File: config.mk
export PLATFORM = sky130hd
export DESIGN_NAME = step_length_ratio_test_core
export DESIGN_NICKNAME = d
export VERILOG_FILES = /design/src/rtl/core/slrt_pkg.sv /design/src/rtl/core/step_length_ratio_test_core.sv /design/src/rtl/core/slrt_lane.sv /design/src/rtl/core/slrt_merge.sv
export SDC_FILE = /design/constraint.sdc
export NUM_CORES = 2
export LEC_CHECK = 0
export BUFFER_PORTS_ARGS = -buffer_cell sky130_fd_sc_hd__buf_4
export CAP_MARGIN = 20
export CORE_MARGIN = 10
export CORE_UTILIZATION = 45
export CTS_CLUSTER_SIZE = 14
export DETAILED_ROUTE_END_ITERATION = 10
export PLACE_DENSITY_LB_ADDON = 0.1
export SLEW_MARGIN = 30
export SYNTH_ARGS = -nofsm -noshare
export SYNTH_HDL_FRONTEND = slang
export SYNTH_HIERARCHICAL = 1
export SYNTH_SLANG_ARGS = --single-unit
export TNS_END_PERCENT = 30
File: constraint.sdc
create_clock -name clk -period 11.65 [get_ports clk]
set_input_delay 2.33 -clock clk [delete_from_list [all_inputs] [get_ports clk]]
set_output_delay 2.33 -clock clk [all_outputs]
set_load 0.02 [all_outputs]
File: src/rtl/core/slrt_pkg.sv
// Shared types for the step length ratio test core.
// Used by slrt_lane and step_length_ratio_test_core; no dependencies.
`default_nettype none
package slrt_pkg;

  typedef struct packed {
    logic busy;
    logic done;
  } lane_stat_t;

  typedef enum logic [6:0] {
    S_IDLE = 7'b0000001,
    S_DIV  = 7'b0000010,
    S_MUL1 = 7'b0000100,
    S_CMP1 = 7'b0001000,
    S_MUL2 = 7'b0010000,
    S_CMP2 = 7'b0100000,
    S_EMIT = 7'b1000000
  } state_t;

endpackage
`default_nettype wire

File: src/rtl/core/step_length_ratio_test_core.sv
// Step length ratio test core (fraction to boundary for interior point).
// Channels: in_* carries lam, dlam, slack, dslack (signed Q16.16) and last;
// out_* carries step_length, unsigned with FRAC_BITS fraction bits, 1.0 max.
// Both channels use valid/stall: a transaction completes on a clock edge
// with valid high and stall low.
// One item at a time: in_stall is high from acceptance until the item
// is finished. Two lanes divide the multiplier pair and the slack pair in
// parallel in their bit-serial dividers, then the merge stage tests each
// pair in turn with a multiply state and a compare state, and the finish
// state returns the block to idle, where it takes the next item.
// An item with last set produces one transaction on out_*, then the running
// step returns to 1.0. Other items produce nothing.
// The result sits in an output register; while out_stall is high it holds,
// and a following last item waits in the finish cycle until it drains.
// Synchronous reset (rst_n low) sets the step to 1.0 and empties the block.
// Depends on slrt_pkg, slrt_lane, slrt_merge.
`default_nettype none
module step_length_ratio_test_core #(
  parameter int FRAC_BITS = 16
) (
  input  logic                  clk,
  input  logic                  rst_n,
  input  logic                  in_valid,
  output logic                  in_stall,
  input  logic signed [31:0]    in_lam,
  input  logic signed [31:0]    in_dlam,
  input  logic signed [31:0]    in_slack,
  input  logic signed [31:0]    in_dslack,
  input  logic                  in_last,
  output logic                  out_valid,
  input  logic                  out_stall,
  output logic [FRAC_BITS:0]    out_step_length
);
  import slrt_pkg::*;

  localparam logic [FRAC_BITS:0] ONE = {1'b1, {FRAC_BITS{1'b0}}};

  state_t state_r, state_nxt;
  logic [FRAC_BITS:0] step_r, step_nxt;
  logic               out_valid_r, out_valid_nxt;
  logic [FRAC_BITS:0] out_step_r, out_step_nxt;

  logic signed [31:0] lam_r, dlam_r, slack_r, dslack_r;
  logic               last_r;

  logic               accept;
  lane_stat_t         stat0, stat1;
  logic [FRAC_BITS:0] cand0, cand1;
  logic               sel_slack;
  logic               mul_en;
  logic [FRAC_BITS:0] merged;

  assign accept = in_valid && !in_stall;
  assign in_stall = (state_r != S_IDLE);

  always_ff @(posedge clk) begin
    if (accept) begin
      lam_r    <= in_lam;
      dlam_r   <= in_dlam;
      slack_r  <= in_slack;
      dslack_r <= in_dslack;
      last_r   <= in_last;
    end
  end

  slrt_lane #(.FRAC_BITS(FRAC_BITS)) u_lane_lam (
    .clk   (clk),
    .rst_n (rst_n),
    .start (accept),
    .value (in_lam),
    .dir   (in_dlam),
    .stat  (stat0),
    .cand  (cand0)
  );

  slrt_lane #(.FRAC_BITS(FRAC_BITS)) u_lane_slack (
    .clk   (clk),
    .rst_n (rst_n),
    .start (accept),
    .value (in_slack),
    .dir   (in_dslack),
    .stat  (stat1),
    .cand  (cand1)
  );

  assign sel_slack = (state_r == S_MUL2) || (state_r == S_CMP2);
  assign mul_en    = (state_r == S_MUL1) || (state_r == S_MUL2);

  slrt_merge #(.FRAC_BITS(FRAC_BITS)) u_merge (
    .clk      (clk),
    .mul_en   (mul_en),
    .step     (step_r),
    .dir      (sel_slack ? dslack_r : dlam_r),
    .value    (sel_slack ? slack_r : lam_r),
    .cand     (sel_slack ? cand1 : cand0),
    .step_nxt (merged)
  );

  always_comb begin
    state_nxt     = state_r;
    step_nxt      = step_r;
    out_valid_nxt = out_valid_r && out_stall;
    out_step_nxt  = out_step_r;
    case (state_r)
      S_IDLE: begin
        if (accept) state_nxt = S_DIV;
      end
      S_DIV: begin
        if (stat0.done && stat1.done) state_nxt = S_MUL1;
      end
      S_MUL1: state_nxt = S_CMP1;
      S_CMP1: begin
        step_nxt  = merged;
        state_nxt = S_MUL2;
      end
      S_MUL2: state_nxt = S_CMP2;
      S_CMP2: begin
        step_nxt  = merged;
        state_nxt = S_EMIT;
      end
      S_EMIT: begin
        if (!last_r) begin
          state_nxt = S_IDLE;
        end else if (!(out_valid_r && out_stall)) begin
          out_valid_nxt = 1'b1;
          out_step_nxt  = step_r;
          step_nxt      = ONE;
          state_nxt     = S_IDLE;
        end
      end
      default: state_nxt = S_IDLE;
    endcase
  end

  always_ff @(posedge clk) begin
    if (!rst_n) begin
      state_r     <= S_IDLE;
      step_r      <= ONE;
      out_valid_r <= 1'b0;
    end else begin
      state_r     <= state_nxt;
      step_r      <= step_nxt;
      out_valid_r <= out_valid_nxt;
    end
    out_step_r <= out_step_nxt;
  end

  assign out_valid       = out_valid_r;
  assign out_step_length = out_step_r;

  // running step never leaves [0, 1.0]
  a_step_range: assert property (@(posedge clk) disable iff (!rst_n)
    step_r <= ONE) else $error("running step above 1.0");

  a_accept_div: assert property (@(posedge clk) disable iff (!rst_n)
    accept |=> (state_r == S_DIV) && stat0.busy && stat1.busy)
    else $error("lanes not started on accepted transaction");

  a_out_hold: assert property (@(posedge clk) disable iff (!rst_n)
    (out_valid_r && out_stall) |=> out_valid_r && $stable(out_step_r))
    else $error("stalled result changed");

  a_lanes_sync: assert property (@(posedge clk) disable iff (!rst_n)
    stat0.done == stat1.done) else $error("lanes out of step");

endmodule
`default_nettype wire

File: src/rtl/core/slrt_lane.sv
// One ratio lane: radix-2 restoring divider giving the saturated candidate
// -value/dir clamped to [0, 1.0]. Depends on slrt_pkg.
`default_nettype none
module slrt_lane #(
  parameter int FRAC_BITS = 16
) (
  input  logic                     clk,
  input  logic                     rst_n,
  input  logic                     start,
  input  logic signed [31:0]       value,
  input  logic signed [31:0]       dir,
  output slrt_pkg::lane_stat_t     stat,
  output logic [FRAC_BITS:0]       cand
);
  import slrt_pkg::*;

  localparam int CW = $clog2(FRAC_BITS + 2);
  localparam logic [FRAC_BITS:0] ONE = {1'b1, {FRAC_BITS{1'b0}}};

  logic            busy_r, busy_nxt;
  logic [CW-1:0]   cnt_r, cnt_nxt;
  logic [32:0]     rem_r, rem_nxt;
  logic [FRAC_BITS:0] dvd_r, dvd_nxt;
  logic [FRAC_BITS:0] q_r, q_nxt;
  logic [31:0]     dsr_r, dsr_nxt;
  logic            pos_r, pos_nxt;
  logic            sat_r, sat_nxt;

  logic [31:0] abs_v, abs_d;
  logic [33:0] trial;
  logic        ge;
  logic        done;
  logic [FRAC_BITS:0] q_clip;

  assign abs_v = value[31] ? 32'(-value) : 32'(value);
  assign abs_d = dir[31] ? 32'(-dir) : 32'(dir);
  assign trial = {rem_r, dvd_r[FRAC_BITS]};
  assign ge    = trial >= {2'b00, dsr_r};
  assign done  = busy_r && (cnt_r == '0);

  always_comb begin
    busy_nxt = busy_r;
    cnt_nxt  = cnt_r;
    rem_nxt  = rem_r;
    dvd_nxt  = dvd_r;
    q_nxt    = q_r;
    dsr_nxt  = dsr_r;
    pos_nxt  = pos_r;
    sat_nxt  = sat_r;
    if (start) begin
      busy_nxt = 1'b1;
      cnt_nxt  = CW'(FRAC_BITS + 1);
      // |value| < 2|dir| keeps the quotient under 2^(FRAC_BITS+1)
      rem_nxt  = {2'b00, abs_v[31:1]};
      dvd_nxt  = {abs_v[0], {FRAC_BITS{1'b0}}};
      q_nxt    = '0;
      dsr_nxt  = abs_d;
      pos_nxt  = (value != 32'sd0) && (dir != 32'sd0) && (value[31] != dir[31]);
      sat_nxt  = {1'b0, abs_v} >= {abs_d, 1'b0};
    end else if (done) begin
      busy_nxt = 1'b0;
    end else if (busy_r) begin
      cnt_nxt = cnt_r - CW'(1);
      rem_nxt = ge ? 33'(trial - {2'b00, dsr_r}) : trial[32:0];
      dvd_nxt = {dvd_r[FRAC_BITS-1:0], 1'b0};
      q_nxt   = {q_r[FRAC_BITS-1:0], ge};
    end
  end

  always_ff @(posedge clk) begin
    if (!rst_n) begin
      busy_r <= 1'b0;
      cnt_r  <= '0;
    end else begin
      busy_r <= busy_nxt;
      cnt_r  <= cnt_nxt;
    end
    rem_r <= rem_nxt;
    dvd_r <= dvd_nxt;
    q_r   <= q_nxt;
    dsr_r <= dsr_nxt;
    pos_r <= pos_nxt;
    sat_r <= sat_nxt;
  end

  assign q_clip = (q_r > ONE) ? ONE : q_r;
  assign cand   = !pos_r ? '0 : (sat_r ? ONE : q_clip);

  assign stat.busy = busy_r;
  assign stat.done = done;

endmodule
`default_nettype wire

File: src/rtl/core/slrt_merge.sv
// Merge stage: registered step*dir product and exact compare against
// -value*2^FRAC_BITS; picks the lane candidate or keeps the step.
`default_nettype none
module slrt_merge #(
  parameter int FRAC_BITS = 16
) (
  input  logic                  clk,
  input  logic                  mul_en,
  input  logic [FRAC_BITS:0]    step,
  input  logic signed [31:0]    dir,
  input  logic signed [31:0]    value,
  input  logic [FRAC_BITS:0]    cand,
  output logic [FRAC_BITS:0]    step_nxt
);
  localparam int PW = FRAC_BITS + 34;

  logic signed [PW-1:0] prod_r;
  logic signed [PW-1:0] vext;
  logic signed [PW-1:0] nscaled;
  logic                 take;

  always_ff @(posedge clk) begin
    if (mul_en) begin
      prod_r <= $signed({1'b0, step}) * dir;
    end
  end

  assign vext     = {{(PW-32){value[31]}}, value};
  assign nscaled  = (-vext) <<< FRAC_BITS;
  assign take     = (dir != 32'sd0) && (prod_r < nscaled);
  assign step_nxt = take ? cand : step;

endmodule
`default_nettype wire

# Yosys cells after proc, flatten, opt, wreduce, memory -nomap -nowiden
# Index checks and enable logic that the tools add are counted.
dict set report op_classes {
  order_cmp 7
  mux 48
  multipliers 1
  addsub 9
  n_bitwise 4
  reduce_logical 34
  n_eq_ne 18
}
# operator count
set op_table {}
lappend op_table {{$mux W17} 16}
lappend op_table {{$mux W32} 6}
lappend op_table {{$mux W31} 6}
lappend op_table {{$reduce_bool A32 Y1} 5}
lappend op_table {{$neg A32 Y32} 4}
lappend op_table {{$ge A34 B32 Y1} 2}
lappend op_table {{$ge A32 B33 Y1} 2}
lappend op_table {{$mux W33} 2}
lappend op_table {{$sub A33 B32 Y33} 2}
lappend op_table {{$lt A50 B50 Y1} 1}
lappend op_table {{$mul A18 B32 Y50} 1}
lappend op_table {{$pmux W7 S7} 1}
lappend op_table {{$gt A17 B17 Y1 const B} 2}
lappend op_table {{$neg A32 Y34} 1}
lappend op_table {{$pmux W17 S2} 1}
lappend op_table {{$mux W5} 6}
lappend op_table {{$mux W7} 4}
lappend op_table {{$ne A2 B2 Y1 const B} 6}
lappend op_table {{$logic_and A1 B1 Y1} 10}
lappend op_table {{$logic_not A5 Y1} 2}
lappend op_table {{$reduce_bool A2 Y1} 5}
lappend op_table {{$sub A5 B1 Y5 const B} 2}
lappend op_table {{$reduce_and A2 Y1} 4}
lappend op_table {{$eq A7 B1 Y1 const B} 1}
lappend op_table {{other kinds (17)} 29}
dict set report totals {
  elab_cells 151
  in_bits 133
  regBits 403
}

# Logic depth before layout (Yosys ltp)
dict set report depth {
  word_depth 8
  depth_mapped 31
}

# Cells and area by module
# Netlist, hierarchy kept.
# module area_each_um2 cells_per_inst instances
set modules_own_cells {}
lappend modules_own_cells {slrt_merge 21581.9 2372 1}
lappend modules_own_cells {{slrt_lane (u_lane_lam)} 8044.0 968 1}
lappend modules_own_cells {{slrt_lane (u_lane_slack)} 7890.1 909 1}
lappend modules_own_cells {step_length_ratio_test_core 6485.0 362 1}

# Worst setup path before layout
# Ideal clock, no wire load.
dict set report synth_path {
  kind {in2reg}
  startpoint {input in_valid}
  endpoint {register u_lane_lam.dvd_r[16], enable pin}
  setup_slack_ns 1.954
  t_arrival_ns 9.306
  stages 4
  n_path_buf 1
  cell_sequence {and2_1 > clkinv_1 > clkbuf_1 > nand2_1}
}
dict set report synth_between {
  elab_chain_len 3
}
# element line_no
set synth_lines {}
lappend synth_lines {{from (decl)} step_length_ratio_test_core.sv:23} ;# input logic in_valid,
lappend synth_lines {{$logic_and A1 B1 Y1 *} step_length_ratio_test_core.sv:53} ;# assign accept = in_valid && !in_stall;
lappend synth_lines {{$ne A2 B2 Y1 (no line) / $reduce_bool A2 Y1 (equally long branches)} -}
lappend synth_lines {{$reduce_and A2 Y1 (no line) *} -}
lappend synth_lines {{to (signal assigned)} slrt_lane.sv:79} ;# dvd_r <= dvd_nxt;
lappend synth_lines {{to (decl)} slrt_lane.sv:23} ;# logic [FRAC_BITS:0] dvd_r, dvd_nxt;
# Every way passes the cells marked *; elsewhere a longest branch is shown, timed or not.
# A chain may end at the register's enable or synchronous reset.

# Final worst setup path
dict set report layout_path {
  startpoint {register state_r[0]}
  endpoint {register u_merge.prod_r[49], data pin}
}
dict set report layout_between {
  elab_chain_len 4
}
# element line_no
set layout_lines {}
lappend layout_lines {{from (decl)} step_length_ratio_test_core.sv:38} ;# state_t state_r, state_nxt;
lappend layout_lines {{from (signal assigned)} step_length_ratio_test_core.sv:141} ;# state_r <= state_nxt;
lappend layout_lines {{$eq A7 B5 Y1 / $eq A7 B6 Y1 (equally long branches)} step_length_ratio_test_core.sv:86} ;# assign sel_slack = (state_r == S_MUL2) || (state_r == S_CMP2);
lappend layout_lines {{$logic_or A1 B1 Y1 *} step_length_ratio_test_core.sv:86}
lappend layout_lines {{$mux W32 *} step_length_ratio_test_core.sv:93} ;# .dir (sel_slack ? dslack_r : dlam_r),
lappend layout_lines {{$mul A18 B32 Y50 *} slrt_merge.sv:24} ;# prod_r <= $signed({1'b0, step}) * dir;
lappend layout_lines {{to (signal assigned)} slrt_merge.sv:24}
lappend layout_lines {{to (decl)} slrt_merge.sv:17} ;# logic signed [PW-1:0] prod_r;
# Marked as above.

==> results.py <==
metrics = {
    "route": {
        "drt_wl_total_mm": 134,
        "final_antenna_net_count": 0,
        "detail_route.iter0.violations": 2345,
        "vias_per_cell": 5.52,
        "drt-wirelength-per-cell_um": 22.4,
        "via_count": 32900,
        "firstDrtPassIters": 6,
        "drc": 0,
    },
    "sta": {
        "fin_crit_ns": 8.76,
        "fmaxAchievable_mhz": 114,
        "hold_ws_ns": 0.435,
        "finalHoldViolCount": 0,
        "fin_tns_setup_ns": 0,
        "drv_slew": 0,
        "setup_viol": 0,
        "tightest_slew_ns": 1.08,
        "fin_skew_ns": 0.0449,
        "max-slew-margin-rel_pct": 27.1,
        "grt_setup_unrepaired": "false",
        "fin_crit_sh_pct": 75.2,
    },
    "worst_setup_path": {
        "r2r_cells": 25,
        "setup.worst_path.end_class": "flip-flop",
        "r2r-end": "u_merge/prod_r[49]$_DFFE_PP_",
        "startpoint_type": "flip-flop",
        "crit_type": "reg -> reg",
        "worst_ep_arrival_time_ns": 9.13,
        "cp-startpoint": "state_r[0]$_SDFFE_PN1P_",
        "crit_path_max_fanout": 82,
        "r2r_start": "state_r[0]$_SDFFE_PN1P_",
        "endpoint": "u_merge/prod_r[49]$_DFFE_PP_",
        "reg2reg_setup_slack_ns": 2.89,
        "cp.required_ns": 12.01,
    },
    "clock_network": {
        "htreeDepth": 2,
        "clock-root-buffer": "clkbuf_16",
        "cts_max_path_buffers": 3,
        "cts_tree": "yes",
        "clk_latency_ns": 0.62,
        "ctsResizeCount": 0,
        "clk_pin_slew_ns": 0.06,
        "post_cts_buffers": 0,
        "cts_inserted_buffers": 46,
        "clock-sinks": 387,
        "holdBufCountCts": 0,
    },
    "global_route": {
        "gr-total-overflow": 0,
        "track_usage_pct": 23.9,
        "grt_max_degree": 83,
        "grt_pass1_wl_mm": 206,
        "grt_pass1_vias": 34100,
        "antenna_found_initial": 18,
    },
    "yosys": {
        "syn_area_sq_um": 44000,
        "synthesis.yosys.warnings": 6,
        "syn-num-nets": 5546,
        "synth_cells": 4609,
        "avgSynthCellArea_sq_um": 9.54,
    },
    "power_and_ir_drop": {
        "p_per_area_nw_per_um2": 132,
        "ir_drop_uv": 157,
        "p_leak_nw": 21.4,
    },
    "floorplan": {
        "start_util_pct": 45.4,
        "rows": 114,
        "fp.dieW_um": 333,
        "die_y_um": 333,
        "num_io_pins": 152,
        "dieArea_sq_um": 111000,
        "core_sq_um": 96900,
    },
    "worst_hold_path": {
        "hp-class": "reg -> reg",
    },
    "cells_and_area": {
        "layout-drive-gt1-share_pct": 9.60,
        "syn2layout_area_growth_pct": 8.55,
        "fin_nets": 5587,
        "fill_cells": 9247,
    },
    "placement": {
        "port_buffers": 151,
        "gp_congestion": 0.937,
        "hpwl_mm": 104,
    },
    "status": {
        "outcome": "complete, no violations",
    },
    "run": {
        "max_cap_viol_count": 0,
    },
}
## per-stage QoR
| stage | setup WS [ns] | total power (W) | util (%) | area (sq um) | cells |
|---|---|---|---|---|---|
| after global placement | 2.86 | 0.00482 | 47.7 | 46200 | 5878 |
| after CTS | 2.86 | 0.00632 | 49.3 | 47700 | 5963 |
| after floorplan | 1.95 | 0.00405 | - | 44000 | 4609 |
| after detailed placement | 2.85 | 0.00483 | 47.7 | 46200 | 5878 |
| final | 2.89 | 0.00632 | 49.3 | 47700 | 5969 |
| after global routing | 2.49 | 0.00673 | 49.3 | 47700 | 5968 |
## cell usage in the layout (no fill, tap or decap), types with 15 or more instances in the layout
| cell type | count |
|---|---|
| nor2b_1 | 19 |
| a21o_1 | 74 |
| o21bai_1 | 15 |
| dfxtp_1 | 72 |
| inv_1 | 790 |
| ha_1 | 283 |
| nor2_1 | 141 |
| nor4_1 | 34 |
| and3_1 | 18 |
| nand3_1 | 44 |
| buf_4 | 184 |
| xor2_1 | 97 |
| clkbuf_16 | 47 |
| edfxtp_1 | 312 |
| xnor2_1 | 143 |
| o21a_1 | 31 |
| o21ai_0 | 109 |
| mux2_2 | 95 |
| a211oi_1 | 22 |
| fa_1 | 521 |
| nand2_1 | 494 |
| a21oi_1 | 183 |
| or2_2 | 31 |
| nand4_1 | 48 |
| nor3_1 | 44 |
| o22a_1 | 18 |
| a31oi_1 | 33 |
| or3_1 | 28 |
| mux2i_1 | 39 |
| nand2b_1 | 22 |
| or4_1 | 15 |
| and2_1 | 371 |
| o31ai_1 | 36 |
## power by group
group | switching (W) | internal, W | total [W] | leakage (nW)
logic | 0.00176 | 0.00112 | 0.00288 | 17.2
clock network | 0.000620 | 0.000852 | 0.00147 | 0.754
registers | 0.000139 | 0.00182 | 0.00196 | 3.51
total | 0.00252 | 0.00380 | 0.00632 | 21.4
## worst max-delay path, stage by stage (launching register included)
cell and delay [ns]:
dfxtp_1 0.36, or4_4 0.59, nor3_2 0.24, buf_12 0.34, mux2_2 0.59, and2_1 0.26, fa_1 0.54, inv_1 0.06
fa_1 0.51, fa_1 0.52, inv_1 0.05, fa_1 0.47, fa_1 0.57, inv_1 0.06, fa_1 0.53, inv_1 0.04
ha_1 0.32, a21oi_1 0.12, o21ai_0 0.12, a21oi_1 0.43, a31oi_1 0.29, a21oi_1 0.43, a21boi_1 0.29, a2111o_1 0.45
a31oi_1 0.20, xnor2_1 0.08
## worst min path at each step
stage | start | endpoint | slack, ns | cells after the start
5_1_grt | step_r[11]$_SDFFE_PN0P_ | out_step_length[11]$_DFFE_PP_ | 0.46 | 0
3_3_place_gp | step_r[11]$_SDFFE_PN0P_ | out_step_length[11]$_DFFE_PP_ | 0.44 | 0
3_5_place_dp | step_r[11]$_SDFFE_PN0P_ | out_step_length[11]$_DFFE_PP_ | 0.44 | 0
4_1_cts | step_r[11]$_SDFFE_PN0P_ | out_step_length[11]$_DFFE_PP_ | 0.44 | 0
2_1_floorplan | step_r[10]$_SDFFE_PN0P_ | out_step_length[10]$_DFFE_PP_ | 0.43 | 0
6_report | step_r[11]$_SDFFE_PN0P_ | out_step_length[11]$_DFFE_PP_ | 0.44 | 0
## flip-flops by register name, summed over array words and instances (netlist names), 5 cells and up
| register | flops |
|---|---|
| u_lane_lam/dsr_r | 32 |
| lam_r | 32 |
| slack_r | 32 |
| u_lane_slack/q_r | 17 |
| u_lane_slack/cnt_r | 5 |
| u_lane_lam/cnt_r | 5 |
| dslack_r | 32 |
| u_lane_lam/rem_r | 33 |
| u_merge/prod_r | 34 |
| u_lane_slack/rem_r | 33 |
| u_lane_slack/dsr_r | 32 |
| out_step_length | 17 |
| dlam_r | 32 |
| step_r | 17 |
| state_r | 7 |
| u_lane_lam/q_r | 17 |
## metal layers
layer	global-route usage, %	part of all wire, %	vias to the layer above
met4	6.70	2.7	6
li1	-	-	15200
met1	32.0	44	16600
met3	3.26	5.4	158
met2	40.2	48	914
met5	0	0.031	-
## final cells by class
cell class | instances | area (sq um) | area share (%)
clock inverters | 28 | 285 | 0.597
flip-flops and latches | 387 | 10900 | 22.8
repair buffers | 185 | 1400 | 2.94
diodes | 6 | 15.0 | 0.0314
multi-input cells | 3239 | 29400 | 61.5
well taps | 1276 | 1600 | 3.34
clock buffers | 57 | 1240 | 2.60
inverters | 791 | 2970 | 6.22
No activity file was read; power rests on OpenSTA's default activity.
